<file path="config.mk">
export PLATFORM = sky130hd
export DESIGN_NAME = nci_fifo
export DESIGN_NICKNAME = d
export VERILOG_FILES = /design/src/hw/rtl/nci_pkg.sv /design/src/hw/rtl/nci_fifo.sv
export SDC_FILE = /design/constraint.sdc
export NUM_CORES = 1
export LEC_CHECK = 0
export ABC_CLOCK_PERIOD_IN_PS = 2400
export BUFFER_PORTS_ARGS = -buffer_cell sky130_fd_sc_hd__buf_2
export CORE_MARGIN = 2
export CORE_UTILIZATION = 55
export DETAILED_ROUTE_END_ITERATION = 10
export PLACE_DENSITY = 0.77
export SYNTH_ARGS = -nofsm -noshare
export SYNTH_HDL_FRONTEND = slang
export SYNTH_SLANG_ARGS = --single-unit
</file>
<file path="constraint.sdc">
create_clock -name aclk -period 2.4 [get_ports aclk]
set_input_delay 0.24 -clock aclk [delete_from_list [all_inputs] [get_ports aclk]]
set_output_delay 0.24 -clock aclk [all_outputs]
set_load 0.02 [all_outputs]
</file>
<file path="src/hw/rtl/nci_pkg.sv">
package nci_pkg;

    // Default build values
    localparam int MAX_CELLS_DEF = 256;
    localparam int COORD_W_DEF   = 32;

    // Fixed field widths
    localparam int CELL_SIZE_W = 31;
    localparam int CELL_CNT_W  = 9;
    localparam int INDEX_W     = 24;
    localparam int CFG_IDX_W   = 3;

    // Candidate cells around the home cell: 3 layers of 9
    localparam int N_CAND = 27;
    localparam int CAND_W = 5;

    // Depth of the queue between the coordinate and emit sides
    localparam int FIFO_DEPTH = 4;

    // Register reset values
    localparam logic [CELL_SIZE_W-1:0] CELL_SIZE_RST = 31'd65536;
    localparam logic [CELL_CNT_W-1:0]  CELL_CNT_RST  = 9'd16;

    // Register map
    typedef enum logic [CFG_IDX_W-1:0] {
        REG_ORIGIN_X  = 3'd0,
        REG_ORIGIN_Y  = 3'd1,
        REG_ORIGIN_Z  = 3'd2,
        REG_CELL_SIZE = 3'd3,
        REG_CELLS_X   = 3'd4,
        REG_CELLS_Y   = 3'd5,
        REG_CELLS_Z   = 3'd6
    } cfg_reg_t;

    // Step along one axis relative to the home cell
    typedef enum logic [1:0] {
        OFS_MINUS  = 2'd0,
        OFS_CENTRE = 2'd1,
        OFS_PLUS   = 2'd2
    } ofs_t;

    typedef struct packed {
        ofs_t dz;
        ofs_t dy;
        ofs_t dx;
    } cand_ofs_t;

    // Map a candidate number to its step on each axis, in emission order.
    // Layers: own z, lower z, upper z. Within a layer: centre, x-1, x-1/y-1,
    // x-1/y+1, x+1, x+1/y-1, x+1/y+1, y-1, y+1.
    function automatic cand_ofs_t cand_offsets(input logic [CAND_W-1:0] j);
        logic [CAND_W-1:0] k;
        cand_ofs_t         r;
        if (j >= 5'd18) begin
            r.dz = OFS_PLUS;
            k    = j - 5'd18;
        end else if (j >= 5'd9) begin
            r.dz = OFS_MINUS;
            k    = j - 5'd9;
        end else begin
            r.dz = OFS_CENTRE;
            k    = j;
        end
        case (k)
            5'd0: begin r.dx = OFS_CENTRE; r.dy = OFS_CENTRE; end
            5'd1: begin r.dx = OFS_MINUS;  r.dy = OFS_CENTRE; end
            5'd2: begin r.dx = OFS_MINUS;  r.dy = OFS_MINUS;  end
            5'd3: begin r.dx = OFS_MINUS;  r.dy = OFS_PLUS;   end
            5'd4: begin r.dx = OFS_PLUS;   r.dy = OFS_CENTRE; end
            5'd5: begin r.dx = OFS_PLUS;   r.dy = OFS_MINUS;  end
            5'd6: begin r.dx = OFS_PLUS;   r.dy = OFS_PLUS;   end
            5'd7: begin r.dx = OFS_CENTRE; r.dy = OFS_MINUS;  end
            5'd8: begin r.dx = OFS_CENTRE; r.dy = OFS_PLUS;   end
            default: begin r.dx = OFS_CENTRE; r.dy = OFS_CENTRE; end
        endcase
        return r;
    endfunction

endpackage

</file>
<file path="src/hw/rtl/nci_fifo.sv">
module nci_fifo #(
    parameter int WIDTH = 24,
    parameter int DEPTH = nci_pkg::FIFO_DEPTH
) (
    input  logic             aclk,
    input  logic             aresetn,
    input  logic             in_valid,
    output logic             in_ready,
    input  logic [WIDTH-1:0] in_data,
    output logic             out_valid,
    input  logic             out_ready,
    output logic [WIDTH-1:0] out_data
);
    import nci_pkg::*;

    localparam int PTR_W = (DEPTH > 1) ? $clog2(DEPTH) : 1;
    localparam int CNT_W = $clog2(DEPTH + 1);

    logic [DEPTH-1:0][WIDTH-1:0] mem_reg;
    logic [PTR_W-1:0]            wr_ptr_reg, wr_ptr_next;
    logic [PTR_W-1:0]            rd_ptr_reg, rd_ptr_next;
    logic [CNT_W-1:0]            count_reg, count_next;
    logic                        push, pop;

    assign in_ready  = (count_reg != CNT_W'(DEPTH));
    assign out_valid = (count_reg != '0);
    assign out_data  = mem_reg[rd_ptr_reg];
    assign push      = in_valid && in_ready;
    assign pop       = out_valid && out_ready;

    // Advance pointers with wrap at the queue depth
    always_comb begin
        wr_ptr_next = wr_ptr_reg;
        rd_ptr_next = rd_ptr_reg;
        count_next  = count_reg;
        if (push) begin
            wr_ptr_next = (wr_ptr_reg == PTR_W'(DEPTH - 1)) ? '0 : wr_ptr_reg + PTR_W'(1);
        end
        if (pop) begin
            rd_ptr_next = (rd_ptr_reg == PTR_W'(DEPTH - 1)) ? '0 : rd_ptr_reg + PTR_W'(1);
        end
        if (push && !pop) begin
            count_next = count_reg + CNT_W'(1);
        end else if (pop && !push) begin
            count_next = count_reg - CNT_W'(1);
        end
    end

    always_ff @(posedge aclk) begin
        if (!aresetn) begin
            wr_ptr_reg <= '0;
            rd_ptr_reg <= '0;
            count_reg  <= '0;
        end else begin
            wr_ptr_reg <= wr_ptr_next;
            rd_ptr_reg <= rd_ptr_next;
            count_reg  <= count_next;
        end
    end

    // Store entries
    always_ff @(posedge aclk) begin
        if (push) begin
            mem_reg[wr_ptr_reg] <= in_data;
        end
    end

endmodule

</file>
[After elaboration in Yosys (flattened, before gate mapping)]
Cells that the tools add are included.
Operators by class
  add/sub/neg operators: 4
  multiply operators: 0
  divide/modulo/power cells: 0
  magnitude comparators: 3
  eq/ne operators: 3
  shift-type cells: 0
  multiplexer cells: 9
  bitwise gates (word level): 0
  reductions and logical operators: 9
Operators by type and width (number)
  bitwise mux 96 bit: 1
  binary-select mux 24 bit (select 2 bit): 1
  demux 24 bit (select 2 bit): 1
  2-to-1 mux 24 bit: 2
  < comparator 2 x 3 -> 1 bit (second input constant): 2
  2-to-1 mux 3 bit: 2
  logical AND 1 bit: 5
  adder 2 x 1 -> 2 bit (second input constant): 2
  == test 2 bit (second input constant): 2
  2-to-1 mux 2 bit: 2
  adder 3 x 1 -> 3 bit (second input constant): 1
  inequality test 3 bit (second input constant): 1
  nonzero test 3 bit: 1
  subtractor 3 x 1 -> 3 bit (second input constant): 1
  >= comparator 2 x 1 -> 1 bit (second input constant): 1
  logical NOT 1 bit: 2
  nonzero test 2 bit: 1
Word-level totals
  flip-flop bits (word level): 103
  latch bits: 0
  memory bits (writable): 0
  memory bits (read-only): 0
  input bits: 28
  output and inout port bits: 26
  word-level logic and storage cells: 35
  memories kept: 0

[Depth between registers and ports, before layout]
  depth after elaboration: 6
  depth in mapped cells: 9
  mapped depth without buffers: 8

[Worst setup path after synthesis]
No wires, ideal clock.
  path type: reg-to-reg
  start point: reg count_reg[0]
  end point: reg count_reg[2]
  setup time: 0.076 ns
  data arrival time: 2.128 ns
  data required time: 2.324 ns
  slack: 0.197 ns
  cell stages (with the launch flop): 8
  path buffers: 0
  period minus slack after synthesis: 2.203 ns
  path through: dfxtp_1 -> o31ai_1 -> ha_1 -> inv_1 -> fa_1 -> xor2_1 -> or3_2 -> a21boi_0
On the way
  longest elaborated chain between the ends: 5
  elaborated cells between the ends (all ways): 13
  those cells by class: 2 x add/sub; 1 x eq/ne; 2 x mux; 8 x reduce/logical
RTL lines
  start, declared: line nci_fifo.sv:22  | logic [CNT_W-1:0] count_reg, count_next;
  start signal, assigned: line nci_fifo.sv:57  | count_reg <= count_next;
  branches (longest 5 deep; another with subtractor 3 x 1 -> 3 bit)
Several ways; the timed one is not identified. The select of a mux whose other input is x is not followed.
A chain may end at the register's enable or synchronous reset.

[Final worst setup path]
  start point: reg count_reg[2]
  end point: reg count_reg[2]
On the way
  longest elaborated chain between the ends: 5
  elaborated cells between the ends (all ways): 13
  those cells by class: 2 x add/sub; 1 x eq/ne; 2 x mux; 8 x reduce/logical
RTL lines
  inequality test 3 bit *: line nci_fifo.sv:25  | assign in_ready = (count_reg != CNT_W'(DEPTH));
  logical AND 1 bit *: line nci_fifo.sv:28  | assign push = in_valid && in_ready;
  named net push: line nci_fifo.sv:23  | logic push, pop;
  logical NOT 1 bit: line nci_fifo.sv:44  | end else if (pop && !push) begin
  logical AND 1 bit: line nci_fifo.sv:44
  nonzero test 2 bit (no source line)
The timed path passes the listed nets; every way through them passes the cells marked *. The select of a mux whose other input is x is not followed.

==> out/metrics.yaml <==
status: "complete, no violations"
start_kind: "flop"
antenna_found_initial: 0
grt_max_degree: 25
reg2reg_to: "count_reg[2]"
holdWs_ns: 0.08520
crit_end: "count_reg[2]"
place_congestion: 0.6789
ioPinCount: 54
cts_setup_buffers: 0
rsz0062_at_grt: "false"
slew_headroom_pct: 56.53
worstMarginPinSlew_ns: 0.6520
cellPowerDensity_nw_per_um2: 1042
skew_ns: 0.01056
cts_buffer_depth: 2
reg2reg_from: "count_reg[2]"
layout_common_cells: "96 x edfxtp_1, 53 x buf_2, 24 x mux4_2"
ys_types: 27
fin_nets: 269
path_clk_slew_ns: 0.09
drt_pass1_iterations: 4
reg2reg_depth: 8
syn_area_um2: 3909
tns_ns: 0
setup_viol: 0
cts_buffers: 9
start_util_pct: 57.22
critPathLaunch: "count_reg[2]"
die_y_um: 88.30
cp_data_required_time_ns: 2.68
syn2layout_area_growth_pct: 15.69
synth_warnings: 0
hold_class: "in2reg"
synth-edff-count: 96
slew_violations: 0
critPathCaptureType: "flop"
synthCells: 175
cts_tree: "done"
p_leak_nw: 1.545
cts-root-buf: "clkbuf_8"
fmax_mhz: 445.2
rrSetupSlack_ns: 0.15
synth_seq_cells: 103
fillers: 482
ant_nets: 0
grt_pass1_wl_um: 9584
wirelength_um: 6190
viasPerCell: 5.406
rows: 30
drive_above_1_share_pct: 44.77
critPathKind: "reg2reg"
yosys.area.top_type: "edfxtp_1"
avgSynthCellArea_um2: 22.34
grt_pass1_vias: 1906
overflow: 0
cap_violations: 0
period_needed_ns: 2.246
antenna_cells: 0
synth.area.top_cells: "edfxtp_1 74%, mux4_2 14%, dfxtp_1 3.6%"
die_w_um: 88.30
grtUsageTotal_pct: 17.42
wl_per_cell_um: 18.48
core_um2: 6832
drt_iter0_drc: 93
peakVddDrop_mv: 0.7121
post-route-period-util_pct: 93.60
final_hold_viol_count: 0
synthArstFlopShare_pct: 0
die_area_um2: 7797
portBuffers: 53
clkLatencyLatePin_ns: 0.37
synth.net_count: 210
htreeDepth: 3
largest_register_ffs: 96
mostFrequentLayoutCell: "edfxtp_1"
synth_ff_type: "edfxtp_1"
dp_hpwl_um: 3774
num_vias: 1811
crit_fanout: 7
cts.sink_count: 103
yosysTopAreaCellShare_pct: 73.75
critPathArrivalTime_ns: 2.53
drc: 0
seq_area_frac_synth_pct: 77.34
-- metrics by stage --
step | area, um^2 | power [mW] | setup WS, ns | utilization, % | cells
2_1_floorplan | 3909 | 3.212 | 0.1969 | - | 175
3_3_place_gp | 4294 | 3.559 | 0.1999 | 62.86 | 319
3_5_place_dp | 4294 | 3.592 | 0.09989 | 62.86 | 319
4_1_cts | 4512 | 4.744 | 0.05449 | 66.04 | 335
5_1_grt | 4522 | 4.923 | 0.006040 | 66.19 | 335
6_report | 4522 | 4.710 | 0.1536 | 66.19 | 335
-- worst min path at each step --
stage / start / to / slack (ns) / cells past startpoint
floorplan: in_data[0] / mem_reg[0] / 0.34 / 0
global placement: in_data[4] / mem_reg[52] / 0.45 / 1
detailed placement: in_data[3] / mem_reg[51] / 0.46 / 1
CTS: in_data[17] / mem_reg[41] / 0.07 / 1
global route: in_data[17] / mem_reg[17] / 0.07 / 1
finish: in_data[3] / mem_reg[75] / 0.09 / 1
-- cell type report --
| type | count | area, um^2 | area share, % |
|---|---|---|---|
| sequential | 103 | 3027 | 66.93 |
| multi-input combinational | 61 | 833.3 | 18.43 |
| timing repair buffer | 56 | 312.8 | 6.918 |
| clock buffer | 10 | 127.6 | 2.822 |
| tap | 96 | 120.1 | 2.656 |
| clock inverter | 6 | 90.09 | 1.992 |
| inverter | 3 | 11.26 | 0.2490 |
-- cells in the mapped netlist, types with 2 or more instances --
library cell,count
dfxtp_1,7
nand2_1,5
inv_1,3
mux2i_1,2
edfxtp_1,96
o21ai_0,3
nand3_1,2
ha_1,6
nor2_1,2
clkbuf_1,2
buf_4,2
buf_2,3
and3_2,4
mux4_2,24
or3_2,2
-- power breakdown --
part	switching (mW)	total, mW	internal [mW]
logic	0.679	1.25	0.568
clock network	0.575	1.17	0.593
registers	0.106	2.30	2.19
-- critical path, stage by stage (launching register included) --
cell,delay (ns)
dfxtp_1,0.35
or3b_4,0.27
and2_4,0.16
ha_1,0.18
inv_1,0.06
fa_1,0.38
xor2_1,0.18
or3_2,0.40
a21boi_0,0.19
-- metal layers --
layer | global-route usage (%) | part of all wire [%]
met1 | 21.07 | 42
met2 | 29.46 | 52
met3 | 5.690 | 4.2
met4 | 6.612 | 1.4
met5 | 0 | 0
-- timing repair --
item | 4_1_cts | 5_1_grt
endpoints found under the setup margin | 0 | 1
hold buffers | 0 | 0
gates resized for setup | 0 | 4
-- cells by family (layout without fill, tap and decap cells) --
kind of cell	after synthesis	count (layout)	synth area share [%]
adder cells (fa/ha/maj)	7	7	2.433
multiplexers	26	26	14.34
AO/OA/AOI/OAI	6	6	0.8962
buffers and inverters	11	75	1.536
XOR/XNOR	2	2	0.4482
AND/OR/NAND/NOR	20	20	3.009
flip-flops	103	103	77.34
No activity file was read; power rests on OpenSTA's default activity.
