$ cat config.mk
export PLATFORM = sky130hd
export DESIGN_NAME = nci_front
export DESIGN_NICKNAME = d
export VERILOG_FILES = /design/src/hw/rtl/nci_pkg.sv /design/src/hw/rtl/nci_front.sv
export SDC_FILE = /design/constraint.sdc
export NUM_CORES = 2
export LEC_CHECK = 0
export ABC_AREA = 1
export BUFFER_PORTS_ARGS = -buffer_cell sky130_fd_sc_hd__buf_2
export CAP_MARGIN = 20
export CORE_AREA = 10 10 621 623
export DETAILED_ROUTE_END_ITERATION = 8
export DIE_AREA = 0 0 631 633
export SYNTH_ARGS = -nofsm -noshare
export SYNTH_HDL_FRONTEND = slang
export SYNTH_SLANG_ARGS = --single-unit
$ cat constraint.sdc
create_clock -name aclk -period 55.6 [get_ports aclk]
set_input_delay 2.78 -clock aclk [delete_from_list [all_inputs] [get_ports aclk]]
set_output_delay 2.78 -clock aclk [all_outputs]
set_load 0.01 [all_outputs]
$ cat src/hw/rtl/nci_pkg.sv
package nci_pkg;

    // Default build values
    localparam int MAX_CELLS_DEF = 256;
    localparam int COORD_W_DEF   = 32;

    // Fixed field widths
    localparam int CELL_SIZE_W = 31;
    localparam int CELL_CNT_W  = 9;
    localparam int INDEX_W     = 24;
    localparam int CFG_IDX_W   = 3;

    // Candidate cells around the home cell: 3 layers of 9
    localparam int N_CAND = 27;
    localparam int CAND_W = 5;

    // Depth of the queue between the coordinate and emit sides
    localparam int FIFO_DEPTH = 4;

    // Register reset values
    localparam logic [CELL_SIZE_W-1:0] CELL_SIZE_RST = 31'd65536;
    localparam logic [CELL_CNT_W-1:0]  CELL_CNT_RST  = 9'd16;

    // Register map
    typedef enum logic [CFG_IDX_W-1:0] {
        REG_ORIGIN_X  = 3'd0,
        REG_ORIGIN_Y  = 3'd1,
        REG_ORIGIN_Z  = 3'd2,
        REG_CELL_SIZE = 3'd3,
        REG_CELLS_X   = 3'd4,
        REG_CELLS_Y   = 3'd5,
        REG_CELLS_Z   = 3'd6
    } cfg_reg_t;

    // Step along one axis relative to the home cell
    typedef enum logic [1:0] {
        OFS_MINUS  = 2'd0,
        OFS_CENTRE = 2'd1,
        OFS_PLUS   = 2'd2
    } ofs_t;

    typedef struct packed {
        ofs_t dz;
        ofs_t dy;
        ofs_t dx;
    } cand_ofs_t;

    // Map a candidate number to its step on each axis, in emission order.
    // Layers: own z, lower z, upper z. Within a layer: centre, x-1, x-1/y-1,
    // x-1/y+1, x+1, x+1/y-1, x+1/y+1, y-1, y+1.
    function automatic cand_ofs_t cand_offsets(input logic [CAND_W-1:0] j);
        logic [CAND_W-1:0] k;
        cand_ofs_t         r;
        if (j >= 5'd18) begin
            r.dz = OFS_PLUS;
            k    = j - 5'd18;
        end else if (j >= 5'd9) begin
            r.dz = OFS_MINUS;
            k    = j - 5'd9;
        end else begin
            r.dz = OFS_CENTRE;
            k    = j;
        end
        case (k)
            5'd0: begin r.dx = OFS_CENTRE; r.dy = OFS_CENTRE; end
            5'd1: begin r.dx = OFS_MINUS;  r.dy = OFS_CENTRE; end
            5'd2: begin r.dx = OFS_MINUS;  r.dy = OFS_MINUS;  end
            5'd3: begin r.dx = OFS_MINUS;  r.dy = OFS_PLUS;   end
            5'd4: begin r.dx = OFS_PLUS;   r.dy = OFS_CENTRE; end
            5'd5: begin r.dx = OFS_PLUS;   r.dy = OFS_MINUS;  end
            5'd6: begin r.dx = OFS_PLUS;   r.dy = OFS_PLUS;   end
            5'd7: begin r.dx = OFS_CENTRE; r.dy = OFS_MINUS;  end
            5'd8: begin r.dx = OFS_CENTRE; r.dy = OFS_PLUS;   end
            default: begin r.dx = OFS_CENTRE; r.dy = OFS_CENTRE; end
        endcase
        return r;
    endfunction

endpackage

$ cat src/hw/rtl/nci_front.sv
module nci_front #(
    parameter int COORD_WIDTH        = nci_pkg::COORD_W_DEF,
    parameter int MAX_CELLS_PER_AXIS = nci_pkg::MAX_CELLS_DEF
) (
    input  logic                                         aclk,
    input  logic                                         aresetn,
    input  logic                                         in_valid,
    output logic                                         in_ready,
    input  logic [2:0][COORD_WIDTH-1:0]                  pos,
    input  logic [2:0][COORD_WIDTH-1:0]                  origin,
    input  logic [nci_pkg::CELL_SIZE_W-1:0]              cell_size,
    input  logic [2:0][$clog2(MAX_CELLS_PER_AXIS)-1:0]   lim,
    output logic                                         out_valid,
    input  logic                                         out_ready,
    output logic [2:0][$clog2(MAX_CELLS_PER_AXIS)-1:0]   coord
);
    import nci_pkg::*;

    localparam int W    = COORD_WIDTH;
    localparam int CW   = $clog2(MAX_CELLS_PER_AXIS);
    localparam int DW   = (W > CELL_SIZE_W + CW) ? W : CELL_SIZE_W + CW;
    localparam int NSTG = CW + 1;
    localparam int LAST = NSTG - 1;

    logic [NSTG-1:0]                 vld_reg;
    logic [NSTG-1:0][2:0][DW-1:0]    rem_reg, rem_next;
    logic [NSTG-1:0][2:0][CW-1:0]    q_reg, q_next;
    logic [NSTG-1:0][2:0]            zero_reg, zero_next;
    logic [NSTG-1:0][2:0]            sat_reg, sat_next;
    logic [2:0][W:0]                 diff;
    logic [CELL_SIZE_W-1:0]          cs_eff;
    logic                            en;

    // Whole pipe stalls only when its last stage cannot hand over
    assign en        = !(vld_reg[LAST] && !out_ready);
    assign in_ready  = en;
    assign out_valid = vld_reg[LAST];
    assign cs_eff    = (cell_size == '0) ? CELL_SIZE_W'(1) : cell_size;

    // Subtract origin, then one restoring quotient bit per stage
    always_comb begin
        logic [DW-1:0] dvs;
        dvs = '0;
        for (int a = 0; a < 3; a++) begin
            diff[a] = {pos[a][W-1], pos[a]} - {origin[a][W-1], origin[a]};
            rem_next[0][a]  = DW'(diff[a][W-1:0]);
            zero_next[0][a] = diff[a][W] || (diff[a] == '0);
            sat_next[0][a]  = 1'b0;
            q_next[0][a]    = '0;
            for (int s = 1; s < NSTG; s++) begin
                dvs             = DW'(cs_eff) << (CW - s);
                zero_next[s][a] = zero_reg[s-1][a];
                if (s == 1) begin
                    sat_next[s][a] = (rem_reg[0][a] >= (DW'(cs_eff) << CW));
                end else begin
                    sat_next[s][a] = sat_reg[s-1][a];
                end
                if (rem_reg[s-1][a] >= dvs) begin
                    rem_next[s][a] = rem_reg[s-1][a] - dvs;
                    q_next[s][a]   = q_reg[s-1][a] | (CW'(1) << (CW - s));
                end else begin
                    rem_next[s][a] = rem_reg[s-1][a];
                    q_next[s][a]   = q_reg[s-1][a];
                end
            end
        end
    end

    // Clamp quotient to the grid
    always_comb begin
        for (int a = 0; a < 3; a++) begin
            if (zero_reg[LAST][a]) begin
                coord[a] = '0;
            end else if (sat_reg[LAST][a] || (q_reg[LAST][a] > lim[a])) begin
                coord[a] = lim[a];
            end else begin
                coord[a] = q_reg[LAST][a];
            end
        end
    end

    always_ff @(posedge aclk) begin
        if (!aresetn) begin
            vld_reg <= '0;
        end else if (en) begin
            vld_reg <= {vld_reg[NSTG-2:0], in_valid};
        end
    end

    always_ff @(posedge aclk) begin
        if (en) begin
            rem_reg  <= rem_next;
            q_reg    <= q_next;
            zero_reg <= zero_next;
            sat_reg  <= sat_next;
        end
    end

endmodule

-- After elaboration in Yosys (flattened, before gate mapping)
Cells that the tools add are included.
- register bits: 1167
- input port bits: 251
- output and inout bits: 26
- logic and storage cells: 188
- add/subtract/negate cells: 24
- $lt $le $gt $ge: 30
- muxes and demuxes: 28
- reductions and logical operators: 13
- operators with widths (kind ; count):
    $mux 39 ; 18
    $ge 32x39->1 ; 3
    $ge 39x31->1 ; 3
    $ge 39x32->1 ; 3
    $ge 39x33->1 ; 3
    $ge 39x34->1 ; 3
    $ge 39x35->1 ; 3
    $ge 39x36->1 ; 3
    $ge 39x37->1 ; 3
    $sub 32x38->39 ; 3
    $sub 39x32->39 ; 3
    $sub 39x33->39 ; 3
    $sub 39x34->39 ; 3
    $sub 39x35->39 ; 3
    $sub 39x36->39 ; 3
    $sub 39x37->39 ; 3
    $ge 32x38->1 ; 3
    $logic_not 33->1 ; 3
    $sub 32x32->33 ; 3
    $mux 32 ; 3
    $mux 8 ; 6
    $logic_not 31->1 ; 1
    $mux 31 ; 1
    $gt 8x8->1 ; 3
    3 further kinds ; 9

-- Logic depth before layout (Yosys ltp)
- depth in word-level cells: 4
- depth in mapped cells: 26
- depth with buffers taken out: 24

-- Least setup slack after synthesis
OpenSTA, ideal clock, no wires.
- path type: in2reg
- start point: input out_ready
- end point: register q_reg[100] (netlist name) (enable)
- setup time: 8.246 ns
- data arrival time: 22.708 ns
- required time: 47.354 ns
- setup slack: 24.646 ns
- cell stages on the path: 2
- buffers on the path: 0
- cells stage by stage: nor2_1 -> clkinv_1
- cells in the longest elaborated chain, start to end: 2
- ends and longest elaborated chain (item ; RTL line ; text):
    from (decl) ; nci_front.sv:14 ; input logic out_ready,
    $logic_not 1->1 ; nci_front.sv:35 ; assign en = !(vld_reg[LAST] && !out_ready);
    $logic_and 1x1->1 ; nci_front.sv:35 ;
    to (signal assigned) ; nci_front.sv:93 ; q_reg <= q_next;
    to (decl) ; nci_front.sv:27 ; logic [NSTG-1:0][2:0][CW-1:0] q_reg, q_next;
No other way between the ends.
A chain may end at the register's enable or synchronous reset.

==> results by group <==
Run status
  • Outcome: finished, final reports clean

Final layout
  • Synthesis-to-layout area growth: 12.0%
  • Layout Utilization: 29.0%
  • Final nets: 14700
  • Max reg flops: 915
  • Layout cells sized above 1: 6.06%
  • Commonest cells after routing, fill and taps aside: nand2_1 (3714), inv_1 (1603), nor2_1 (1365), edfxtp_1 (1074), a21oi_1 (1061)
  • Most common cell after layout, fill and taps aside: nand2_1

Timing
  • Final worst path period share: 14.6%
  • Skew final: 75.2 ps
  • Hold slack: 406 ps
  • Rel. slew slack: between 20% and 30%
  • Final hold vios: 0
  • Worst slew pin tran: between 1000 and 1500 ps
  • Max Freq: 0.124 GHz
  • Setup violations, final: 0
  • Min Tclk post-route: 8090 ps
  • Total negative slack: 0 ps
  • RSZ-0062 raised after global routing: no
  • Max Slew Vio Count: 0

Setup path
  • CP Max Fanout: 15
  • Reg2reg path depth: 7
  • Crit path from: lim[15]
  • Crit end category: output port
  • Crit path DAT: 5310 ps
  • Critical path class: primary input to output port
  • Element type at the critical path start: primary input
  • RR Startpoint: vld_reg[8]
  • Critical path required time: 52820 ps

Route
  • DR pass1 iterations: 6
  • DR DRC count: 0
  • DRT iter0 DRCs: 8085
  • WL/cell: between 15 and 20 µm
  • DR vias: 90200
  • Vias per inst: roughly 4.8
  • Final wirelength: around 350 mm
  • Antenna Violating Nets Remaining: 0

CTS
  • CTS max path bufs: 4
  • TritonCTS clock tree: done
  • CTS HTree Levels: 4
  • Num CTS Buffers: 138
  • CTS Hold Bufs: 0
  • Clock-pin slew on the worst setup and hold paths: 60 ps
  • Latest clock arrival within the worst-skew pair: 830 ps
  • Post-CTS Setup Inserts: 0
  • Post-CTS Resized: 0
  • CTS Root Cell: clkbuf_16
  • Sink Count: 1083

Global routing
  • Pin count of the biggest net entering global routing: 142
  • Vias in the first global route: 86900
  • Grt ovf: 0
  • First-pass GRT wire length: ~520 mm
  • Initial antenna violation count: 20
  • Gr usage total: ~17%

Synth
  • Primary FF master, synth: edfxtp_1
  • Synth Warn #: 0
  • Top cells by area, synth: edfxtp_1 (33%), nand2_1 (14%), ha_1 (12%), inv_1 (6.3%), a21oi_1 (5.5%)
  • Library cells used by synthesis: 71
  • Synth top area share: 33.4%
  • Mapped cell area: 96600 µm²
  • Synth Register Bits: 1083
  • Seq/Total Area, Yosys: 33.6%
  • Cell accounting for the most synthesized area: edfxtp_1
  • EDFF count, synth: about 1100
  • Syn_nets: 14400
  • Average size of a mapped cell: 7.32 µm²
  • Mapped Cells: about 13000
  • Ys async rst share: 0%

Job
  • MaxCap Viol Count: 0

Power
  • Pwr dens: 48.9 nW/µm²
  • LEAKAGE: 49.2 nW
  • Max rail drop VDD: 0.0218 mV

Floorplan
  • Starting Density: 25.8%
  • Core Footprint: around 370000 µm²
  • Ports: around 280
  • # rows: 225
  • Die X-Extent: 631 µm
  • DIE AREA: about 400000 µm²
  • Die Height: 633 µm

Worst hold path
  • Hold crit path type: flop to flop
  • Worst hold stages: 0
  • Min-delay src: q_reg[71]

Placed design
  • Post-DP HPWL: ~280 mm
  • Gpl congestion: 0.986
  • PortBufs: 276
[routing by layer]
| metal | track usage, % | routed length (µm) | vias up |
|---|---|---|---|
| met5 | 0 | 60 | - |
| met4 | 7.33 | 18100 | 10 |
| met3 | 2.11 | 20500 | 720 |
| met2 | 27.3 | 155000 | 2978 |
| met1 | 21.9 | 154000 | 41200 |
| li1 | - | - | 45300 |
[where the power goes]
group | internal, mW | leakage, nW | total, mW | switching (mW)
Combinational | 0.975 | 35.3 | 2.78 | 1.80
Clock | 0.533 | 2.13 | 0.900 | 0.368
Sequential | 1.32 | 11.8 | 1.62 | 0.295
Total | 2.83 | 49.2 | 5.30 | 2.46
[Yosys cell counts (185+ instances only)]
cell type     n
nor2_1     1365
nand3_1     703
inv_1      1632
nand4_1     186
xor2_1      250
nand2_1    3714
xnor2_1     285
a21oi_1    1061
o21ai_1     185
o21ai_0     676
edfxtp_1   1074
ha_1        930
[worst max-delay path, stage by stage]
cell      delay (ps)
buf_2             70
inv_1             40
ha_1             300
a21oi_1          650
o211ai_1         180
o21ai_0          150
nand2_1          540
a211oi_1         410
buf_2            180
[final cells by class]
class                           count  area, µm²
Clock buffer                      163       3670
Timing Repair Buffer              350       2000
Multi-Input combinational cell  10300      56900
Antenna cell                        4       10.0
Inverter                         1648       6200
Clock inverter                     75        758
Sequential cell                  1083      32400
Tap cell                         4994       6250
Fill cell                       41000     266000
[cells by family (layout without fill, tap and decap cells)]
family | Yosys count | count (layout) | synth area share [%]
other | 0 | 4 | 0
AND/OR/NAND/NOR | 6379 | 6379 | 27.3
AO/OA/AOI/OAI | 2449 | 2449 | 14.2
buffers and inverters | 1792 | 2236 | 7.56
adder cells (fa/ha/maj) | 954 | 954 | 12.5
XOR/XNOR | 535 | 535 | 4.85
flip-flops | 1083 | 1083 | 33.6
[final timing paths]
check,end,slack [ps]
worst max-delay path,coord[12],47510
worst min-delay path,q_reg[95],410
worst max register to register,rem_reg[227],51490
worst min register to register,q_reg[95],410
[through the flow]
step	total power [mW]	cell area, µm²	std cells	setup WS, ps
6_report	5.30	108000	18600	47510
5_1_grt	5.70	108000	18600	47180
4_1_cts	5.27	108000	18600	47170
3_5_place_dp	4.35	104000	18400	46840
3_3_place_gp	4.34	104000	18400	46970
2_1_floorplan	3.52	96600	13200	24650
Note: power is estimated with default switching activity, not from simulation.
