[src/hw/rtl/nci_pkg.sv]
package nci_pkg;

    // Default build values
    localparam int MAX_CELLS_DEF = 256;
    localparam int COORD_W_DEF   = 32;

    // Fixed field widths
    localparam int CELL_SIZE_W = 31;
    localparam int CELL_CNT_W  = 9;
    localparam int INDEX_W     = 24;
    localparam int CFG_IDX_W   = 3;

    // Candidate cells around the home cell: 3 layers of 9
    localparam int N_CAND = 27;
    localparam int CAND_W = 5;

    // Depth of the queue between the coordinate and emit sides
    localparam int FIFO_DEPTH = 4;

    // Register reset values
    localparam logic [CELL_SIZE_W-1:0] CELL_SIZE_RST = 31'd65536;
    localparam logic [CELL_CNT_W-1:0]  CELL_CNT_RST  = 9'd16;

    // Register map
    typedef enum logic [CFG_IDX_W-1:0] {
        REG_ORIGIN_X  = 3'd0,
        REG_ORIGIN_Y  = 3'd1,
        REG_ORIGIN_Z  = 3'd2,
        REG_CELL_SIZE = 3'd3,
        REG_CELLS_X   = 3'd4,
        REG_CELLS_Y   = 3'd5,
        REG_CELLS_Z   = 3'd6
    } cfg_reg_t;

    // Step along one axis relative to the home cell
    typedef enum logic [1:0] {
        OFS_MINUS  = 2'd0,
        OFS_CENTRE = 2'd1,
        OFS_PLUS   = 2'd2
    } ofs_t;

    typedef struct packed {
        ofs_t dz;
        ofs_t dy;
        ofs_t dx;
    } cand_ofs_t;

    // Map a candidate number to its step on each axis, in emission order.
    // Layers: own z, lower z, upper z. Within a layer: centre, x-1, x-1/y-1,
    // x-1/y+1, x+1, x+1/y-1, x+1/y+1, y-1, y+1.
    function automatic cand_ofs_t cand_offsets(input logic [CAND_W-1:0] j);
        logic [CAND_W-1:0] k;
        cand_ofs_t         r;
        if (j >= 5'd18) begin
            r.dz = OFS_PLUS;
            k    = j - 5'd18;
        end else if (j >= 5'd9) begin
            r.dz = OFS_MINUS;
            k    = j - 5'd9;
        end else begin
            r.dz = OFS_CENTRE;
            k    = j;
        end
        case (k)
            5'd0: begin r.dx = OFS_CENTRE; r.dy = OFS_CENTRE; end
            5'd1: begin r.dx = OFS_MINUS;  r.dy = OFS_CENTRE; end
            5'd2: begin r.dx = OFS_MINUS;  r.dy = OFS_MINUS;  end
            5'd3: begin r.dx = OFS_MINUS;  r.dy = OFS_PLUS;   end
            5'd4: begin r.dx = OFS_PLUS;   r.dy = OFS_CENTRE; end
            5'd5: begin r.dx = OFS_PLUS;   r.dy = OFS_MINUS;  end
            5'd6: begin r.dx = OFS_PLUS;   r.dy = OFS_PLUS;   end
            5'd7: begin r.dx = OFS_CENTRE; r.dy = OFS_MINUS;  end
            5'd8: begin r.dx = OFS_CENTRE; r.dy = OFS_PLUS;   end
            default: begin r.dx = OFS_CENTRE; r.dy = OFS_CENTRE; end
        endcase
        return r;
    endfunction

endpackage

[src/hw/rtl/nci_back.sv]
module nci_back #(
    parameter int MAX_CELLS_PER_AXIS = nci_pkg::MAX_CELLS_DEF
) (
    input  logic                                         aclk,
    input  logic                                         aresetn,
    input  logic                                         in_valid,
    output logic                                         in_ready,
    input  logic [2:0][$clog2(MAX_CELLS_PER_AXIS)-1:0]   coord,
    input  logic [2:0][$clog2(MAX_CELLS_PER_AXIS)-1:0]   lim,
    input  logic [$clog2(MAX_CELLS_PER_AXIS+1)-1:0]      nx,
    input  logic [nci_pkg::INDEX_W-1:0]                  nxy,
    output logic                                         m_tvalid,
    input  logic                                         m_tready,
    output logic [nci_pkg::INDEX_W-1:0]                  m_tdata,
    output logic                                         m_tlast
);
    import nci_pkg::*;

    localparam int CW = $clog2(MAX_CELLS_PER_AXIS);

    logic [2:0][2:0]               ok;
    logic [N_CAND-1:0]             mask;
    logic [2:0][INDEX_W-1:0]       xv, yb, zb;
    logic [CW:0]                   yv, zv;
    cand_ofs_t                     ofs_j, sel;

    logic                          prep_valid_reg;
    logic [N_CAND-1:0]             prep_mask_reg;
    logic [2:0][INDEX_W-1:0]       prep_xv_reg, prep_yb_reg, prep_zb_reg;
    logic [N_CAND-1:0]             em_mask_reg;
    logic [2:0][INDEX_W-1:0]       em_xv_reg, em_yb_reg, em_zb_reg;
    logic                          m_tvalid_reg;
    logic [INDEX_W-1:0]            m_tdata_reg;
    logic                          m_tlast_reg;

    logic [CAND_W-1:0]             pick;
    logic [N_CAND-1:0]             mask_rest;
    logic [INDEX_W-1:0]            idx;
    logic                          out_free, fire, em_done, em_load, prep_take;

    // Prep: in-grid mask of the 27 candidates and per-step index bases
    always_comb begin
        yv = '0;
        zv = '0;
        for (int a = 0; a < 3; a++) begin
            ok[a][OFS_MINUS]  = (coord[a] != '0);
            ok[a][OFS_CENTRE] = 1'b1;
            ok[a][OFS_PLUS]   = (coord[a] != lim[a]);
        end
        for (int j = 0; j < N_CAND; j++) begin
            ofs_j   = cand_offsets(CAND_W'(j));
            mask[j] = ok[0][ofs_j.dx] & ok[1][ofs_j.dy] & ok[2][ofs_j.dz];
        end
        for (int o = 0; o < 3; o++) begin
            yv    = (CW+1)'(coord[1]) + (CW+1)'(o) - (CW+1)'(1);
            zv    = (CW+1)'(coord[2]) + (CW+1)'(o) - (CW+1)'(1);
            xv[o] = INDEX_W'(coord[0]) + INDEX_W'(o) - INDEX_W'(1);
            yb[o] = INDEX_W'(nx) * INDEX_W'(yv);
            zb[o] = nxy * INDEX_W'(zv);
        end
    end

    // Emit: take the lowest pending candidate each cycle the output register is free
    always_comb begin
        pick = '0;
        for (int j = N_CAND - 1; j >= 0; j--) begin
            if (em_mask_reg[j]) begin
                pick = CAND_W'(j);
            end
        end
        sel       = cand_offsets(pick);
        idx       = em_xv_reg[sel.dx] + em_yb_reg[sel.dy] + em_zb_reg[sel.dz];
        mask_rest = em_mask_reg & (em_mask_reg - N_CAND'(1));
    end

    assign out_free  = !m_tvalid_reg || m_tready;
    assign fire      = out_free && (em_mask_reg != '0);
    assign em_done   = (em_mask_reg == '0) || (fire && (mask_rest == '0));
    assign em_load   = prep_valid_reg && em_done;
    assign in_ready  = !prep_valid_reg || em_load;
    assign prep_take = in_valid && in_ready;

    assign m_tvalid = m_tvalid_reg;
    assign m_tdata  = m_tdata_reg;
    assign m_tlast  = m_tlast_reg;

    // Control: prep slot, pending mask and output register
    always_ff @(posedge aclk) begin
        if (!aresetn) begin
            prep_valid_reg <= 1'b0;
            em_mask_reg    <= '0;
            m_tvalid_reg   <= 1'b0;
        end else begin
            if (prep_take) begin
                prep_valid_reg <= 1'b1;
            end else if (em_load) begin
                prep_valid_reg <= 1'b0;
            end
            if (em_load) begin
                em_mask_reg <= prep_mask_reg;
            end else if (fire) begin
                em_mask_reg <= mask_rest;
            end
            if (fire) begin
                m_tvalid_reg <= 1'b1;
            end else if (m_tready) begin
                m_tvalid_reg <= 1'b0;
            end
        end
    end

    // Payload
    always_ff @(posedge aclk) begin
        if (prep_take) begin
            prep_mask_reg <= mask;
            prep_xv_reg   <= xv;
            prep_yb_reg   <= yb;
            prep_zb_reg   <= zb;
        end
        if (em_load) begin
            em_xv_reg <= prep_xv_reg;
            em_yb_reg <= prep_yb_reg;
            em_zb_reg <= prep_zb_reg;
        end
        if (fire) begin
            m_tdata_reg <= idx;
            m_tlast_reg <= (mask_rest == '0);
        end
    end

endmodule

[config.mk]
export PLATFORM = sky130hd
export DESIGN_NAME = nci_back
export DESIGN_NICKNAME = d
export VERILOG_FILES = /design/src/hw/rtl/nci_pkg.sv /design/src/hw/rtl/nci_back.sv
export SDC_FILE = /design/constraint.sdc
export NUM_CORES = 2
export LEC_CHECK = 0
export BUFFER_PORTS_ARGS = -buffer_cell sky130_fd_sc_hd__buf_4
export CAP_MARGIN = 20
export CORE_MARGIN = 2
export CORE_UTILIZATION = 59
export CTS_BUF_LIST = sky130_fd_sc_hd__clkbuf_16
export DETAILED_ROUTE_END_ITERATION = 7
export GPL_TIMING_DRIVEN = 0
export HOLD_SLACK_MARGIN = 0.12
export MAX_ROUTING_LAYER = met4
export PLACE_DENSITY_LB_ADDON = 0.2
export SYNTH_ARGS = -nofsm -noshare
export SYNTH_HDL_FRONTEND = slang
export SYNTH_SLANG_ARGS = --single-unit
[constraint.sdc]
create_clock -name aclk -period 10.9 [get_ports aclk]
set_input_delay 1.09 -clock aclk [delete_from_list [all_inputs] [get_ports aclk]]
set_output_delay 1.09 -clock aclk [all_outputs]
set_load 0.01 [all_outputs]
* Yosys cells after proc, flatten, opt, wreduce, memory -nomap -nowiden
Memories as Yosys holds them, arrays and structs flattened.
Cells that the tools add are included.
** Storage, ports and cells
- Bits in registers :: 477
- Bits in read-only memories :: 1792
- Input port bits :: 85
- Output and inout bits :: 27
- Logic and storage cells :: 356
- Memories :: 28
** Memories
- (no name shown) :: words 16, width 4, rd ports 1, clocked after Yosys merged registers in 0, wr ports 0, line nci_pkg.sv:64 : case (k)
- (no name shown) :: words 16, width 4, rd ports 1, clocked after Yosys merged registers in 0, wr ports 0, line nci_pkg.sv:64
- (no name shown) :: words 16, width 4, rd ports 1, clocked after Yosys merged registers in 0, wr ports 0, line nci_pkg.sv:64
- (no name shown) :: words 16, width 4, rd ports 1, clocked after Yosys merged registers in 0, wr ports 0, line nci_pkg.sv:64
- (no name shown) :: words 16, width 4, rd ports 1, clocked after Yosys merged registers in 0, wr ports 0, line nci_pkg.sv:64
- (no name shown) :: words 16, width 4, rd ports 1, clocked after Yosys merged registers in 0, wr ports 0, line nci_pkg.sv:64
- 22 more memories
** Operators by class
- $add $sub $neg :: 20
- $mul :: 6
- Order comparisons :: 59
- Equal/unequal tests :: 3
- Multiplexer cells :: 152
- Bitwise logic cells :: 46
- Reduce and logical (&&, ||, !) cells :: 18
** Operator list (number)
- < comparator 2 x 3 -> 1 bit, second input constant :: 57
- two-way mux 5 bit :: 29
- binary-select mux 24 bit (select 2 bit) :: 3
- binary-select mux 1 bit (select 2 bit) :: 54
- multiplier 24 x 9 -> 24 bit :: 3
- two-way mux 24 bit :: 3
- two-way mux 1 bit :: 59
- zero test 27 bit :: 2
- multiplier 9 x 9 -> 18 bit :: 3
- two-way mux 27 bit :: 2
- adder 24 bit :: 2
- AND 1 bit :: 45
- subtractor 9 x 1 -> 9 bit, second input constant :: 4
- adder 8 x 1 -> 9 bit, second input constant :: 3
- adder 8 x 2 -> 9 bit, second input constant :: 3
- AND 27 bit :: 1
- nonzero test 27 bit :: 1
- subtractor 27 x 1 -> 27 bit, second input constant :: 1
- subtractor 8 x 1 -> 9 bit, second input constant :: 3
- inequality test 8 bit :: 3
- nonzero test 8 bit :: 3
- subtractor 9 x 1 -> 10 bit, second input constant :: 2
- nonzero test 2 bit :: 3
- greater-or-equal comparator 5 x 4 -> 1 bit, second input constant :: 1
- other kinds (8) :: 14

* Longest topological paths before layout
An unclocked memory read counts as a cell.
- Depth in word-level cells :: 36
- Gate-level depth with buffers :: 35
- Mapped depth without buffers :: 32

* Worst setup path before layout
Ideal clock, no wire load.
- Kind :: reg2reg
- Start :: register em_mask_reg[1]
- End :: register prep_mask_reg[10] (enable)
- Arrival time :: 10374 ps
- Path slack :: -209 ps
- Stages on the path, launching flop included :: 12
- Path buffers :: 2
- Period minus slack after synthesis :: 11109 ps
- Cells stage by stage :: dfxtp_1 > clkbuf_1 > or4_1 > buf_2 > nor4_2 > nand3b_1 > maj3_1 > o21ai_0 > nor4b_2 > a21oi_1 > and2_1 > nor2b_1
** Between the ends
- Cells in the longest elaborated chain, start to end :: 8
** RTL lines
- from (decl) :: line nci_back.sv:30 : logic [N_CAND-1:0] em_mask_reg;
- from (signal assigned) :: line nci_back.sv:100 : em_mask_reg <= prep_mask_reg;
- from (signal assigned) :: line nci_back.sv:102 : em_mask_reg <= mask_rest;
- subtractor 27 x 1 -> 27 bit :: line nci_back.sv:73 : mask_rest = em_mask_reg & (em_mask_reg - N_CAND'(1));
- AND 27 bit :: line nci_back.sv:73
- zero test 27 bit :: line nci_back.sv:78 : assign em_done = (em_mask_reg == '0) || (fire && (mask_rest == '0));
- logical AND 1 bit :: line nci_back.sv:78
- logical OR 1 bit (*) :: line nci_back.sv:78
- logical AND 1 bit (*) :: line nci_back.sv:79 : assign em_load = prep_valid_reg && em_done;
- logical OR 1 bit (*) :: line nci_back.sv:80 : assign in_ready = !prep_valid_reg || em_load;
- logical AND 1 bit (*) :: line nci_back.sv:81 : assign prep_take = in_valid && in_ready;
- via prep_take :: line nci_back.sv:39 : logic out_free, fire, em_done, em_load, prep_take;
- to (signal assigned) :: line nci_back.sv:115 : prep_mask_reg <= mask;
- to (decl) :: line nci_back.sv:28 : logic [N_CAND-1:0] prep_mask_reg;
The timed path passes the listed nets; every way through them passes the cells marked *.
A chain may end at the register's enable or synchronous reset.

==> metrics.cfg <==
[detailed_routing]
drt-initial-drc-count = 2257
drt-met1-wl_um = 40300
drc = 0
drt-pass1-iter-count = 6
vias = 26500
vias_per_cell = 5.53
top_layer_used = met4
wl_met3_um = 7820
wl_per_cell_um = 19.1
ant_nets = 0
wl_um = 91400
dr_wl_met2_um = 40700

[clock_network]
cts-root-buf = clkbuf_16
clock_sinks = 378
ctsHoldBuffers = 0
cts_tree = yes
cts_resized = 0
cts_buffer_depth = 3
clock_latency_ps = 610
cts_setup_buffers = 0
htreeDepth = 2
cts.reportedPaths.clkPinSlew_ps = 60
cts_buffers = 43

[setup_path]
cp.required_ps = 11200
worst_path_max_delay_cell = clkbuf_1
cp_data_arrival_time_ps = 9460
critPathCaptureType = register
crit_type = in -> reg
crit_buf_inv = 9
worst-path-max-fanout = 10
cp_slowest_stage_delay_ps = 660
path_delay_family = compound AO/OA/AOI/OAI gates
setup.worst_path.start_class = input port

[yosys]
synth_common_cells = 645 x inv_1, 509 x fa_1, 443 x nand2_1
avgSynthCellArea_um2 = 10.3
synthMostInstantiatedCell = inv_1
mappedNetlistArea_um2 = 38400
synthCells = 3738
synthFlopType = edfxtp_1
yosys-top-cells-area = edfxtp_1 27%, fa_1 27%, ha_1 9.1%
synth-edff-count = 349
synth_top_area_frac = 0.273
ys_warn_count = 0
ys_seq_area_frac = 0.288
syn_nets = 4610
synth_top_cell_by_area = edfxtp_1
ys_async_sr_fraction = 0
synth.distinct_cells = 86
synth_seq_cells = 378

[timing]
setup_violations = 0
tightestPinTransition_ps = 1160
timing.final.crit_period_ps = 9160
max_freq_mhz = 109
rsz0062_at_grt = no
slew_headroom = 0.222
fin_skew_ps = 37.1
finalHoldViolations = 0
finalCritPeriodShare = 0.840
drv_slew = 0
fin_tns_setup_ps = 0

[cells_and_area]
diodes = 0
drive_above_1_share = 0.0618
n_fill_cell = 5184
nets = 4769
area_delta_synth_final_pct = 9.09

[grt]
grt_max_degree = 64
grt_pass1_vias = 26400
track_usage = 0.292
antenna_found_initial = 0
overflow = 0
grt_pass1_wl_um = 146000

[placement]
gp_congestion = 0.939
hpwlAfterDp_um = 72900
port_buffers = 103

[die]
rows = 93
die_area_um2 = 67100
die_w_um = 259
initial_core_util = 0.597
ios = 112
core_area_um2 = 64300
die_height_um = 259

[job]
cap_violations = 0

[hold_path]
hold_path_class = reg -> reg

[status]
outcome = complete, no violations

-- layer usage --
layer / global-route usage / vias up
li1: - / 12300
met1: 0.410 / 13100
met2: 0.440 / 970
met3: 0.0526 / 142
met4: 0.0774 / 0
met5: - / -
-- stage by stage --
stage	util	hold slack, ps	setup slack, ps	cells	area, um2
6_report	0.651	412	1740	4787	41900
3_3_place_gp	0.625	400	212	4696	40200
3_5_place_dp	0.629	405	1400	4706	40500
4_1_cts	0.651	406	1890	4786	41900
2_1_floorplan	-	400	3250	3738	38400
5_1_grt	0.651	412	1090	4787	41900
-- logic make-up after synthesis --
group	synth area share
buf+inv	0.0806
compound gates	0.0672
simple gates	0.148
fa+ha+maj	0.357
xor+xnor	0.0479
mux	0.0105
flops	0.288
-- placed cells by master, fill, tap and decap left out, drive strengths merged, types with 12 or more instances in the layout --
cell type / count
a21boi: 28
a21o: 31
a21oi: 75
a31oi: 25
and2: 216
and3: 13
buf: 131
clkbuf: 192
clkinv: 20
dfxtp: 29
edfxtp: 349
fa: 509
ha: 278
inv: 657
mux2: 19
mux2i: 19
nand2: 444
nand2b: 45
nand3: 33
nand4: 19
nor2: 121
nor2b: 151
nor3: 40
nor4: 12
o211ai: 18
o21ai: 73
o31ai: 13
xnor2: 162
xor2: 48
-- final timing paths --
check                               start                   endpoint  slack [ps]  cells past startpoint
max reg2reg  em_mask_reg[10]$_SDFFE_PN0P_      m_tdata[23]$_DFFE_PP_        1840                     34
min             prep_yb_reg[57]$_DFFE_PP_    em_yb_reg[57]$_DFFE_PP_         410                      0
min reg2reg     prep_yb_reg[57]$_DFFE_PP_    em_yb_reg[57]$_DFFE_PP_         410                      0
max                             coord[17]  prep_zb_reg[71]$_DFFE_PP_        1740                     27
-- area by class of cell --
class | count | area (um2) | share of cell area
multi-input combinational | 2547 | 24200 | 0.579
sequential | 378 | 11100 | 0.264
inverter | 647 | 2430 | 0.0580
clock buffer | 43 | 1080 | 0.0257
tap | 855 | 1070 | 0.0255
timing repair buffer | 114 | 990 | 0.0236
buffer | 166 | 671 | 0.0160
clock inverter | 37 | 339 | 0.00810
Power is left out: the tool's default activity adds up to more than one toggle a clock period on the data nets, which glitch-free logic cannot reach.
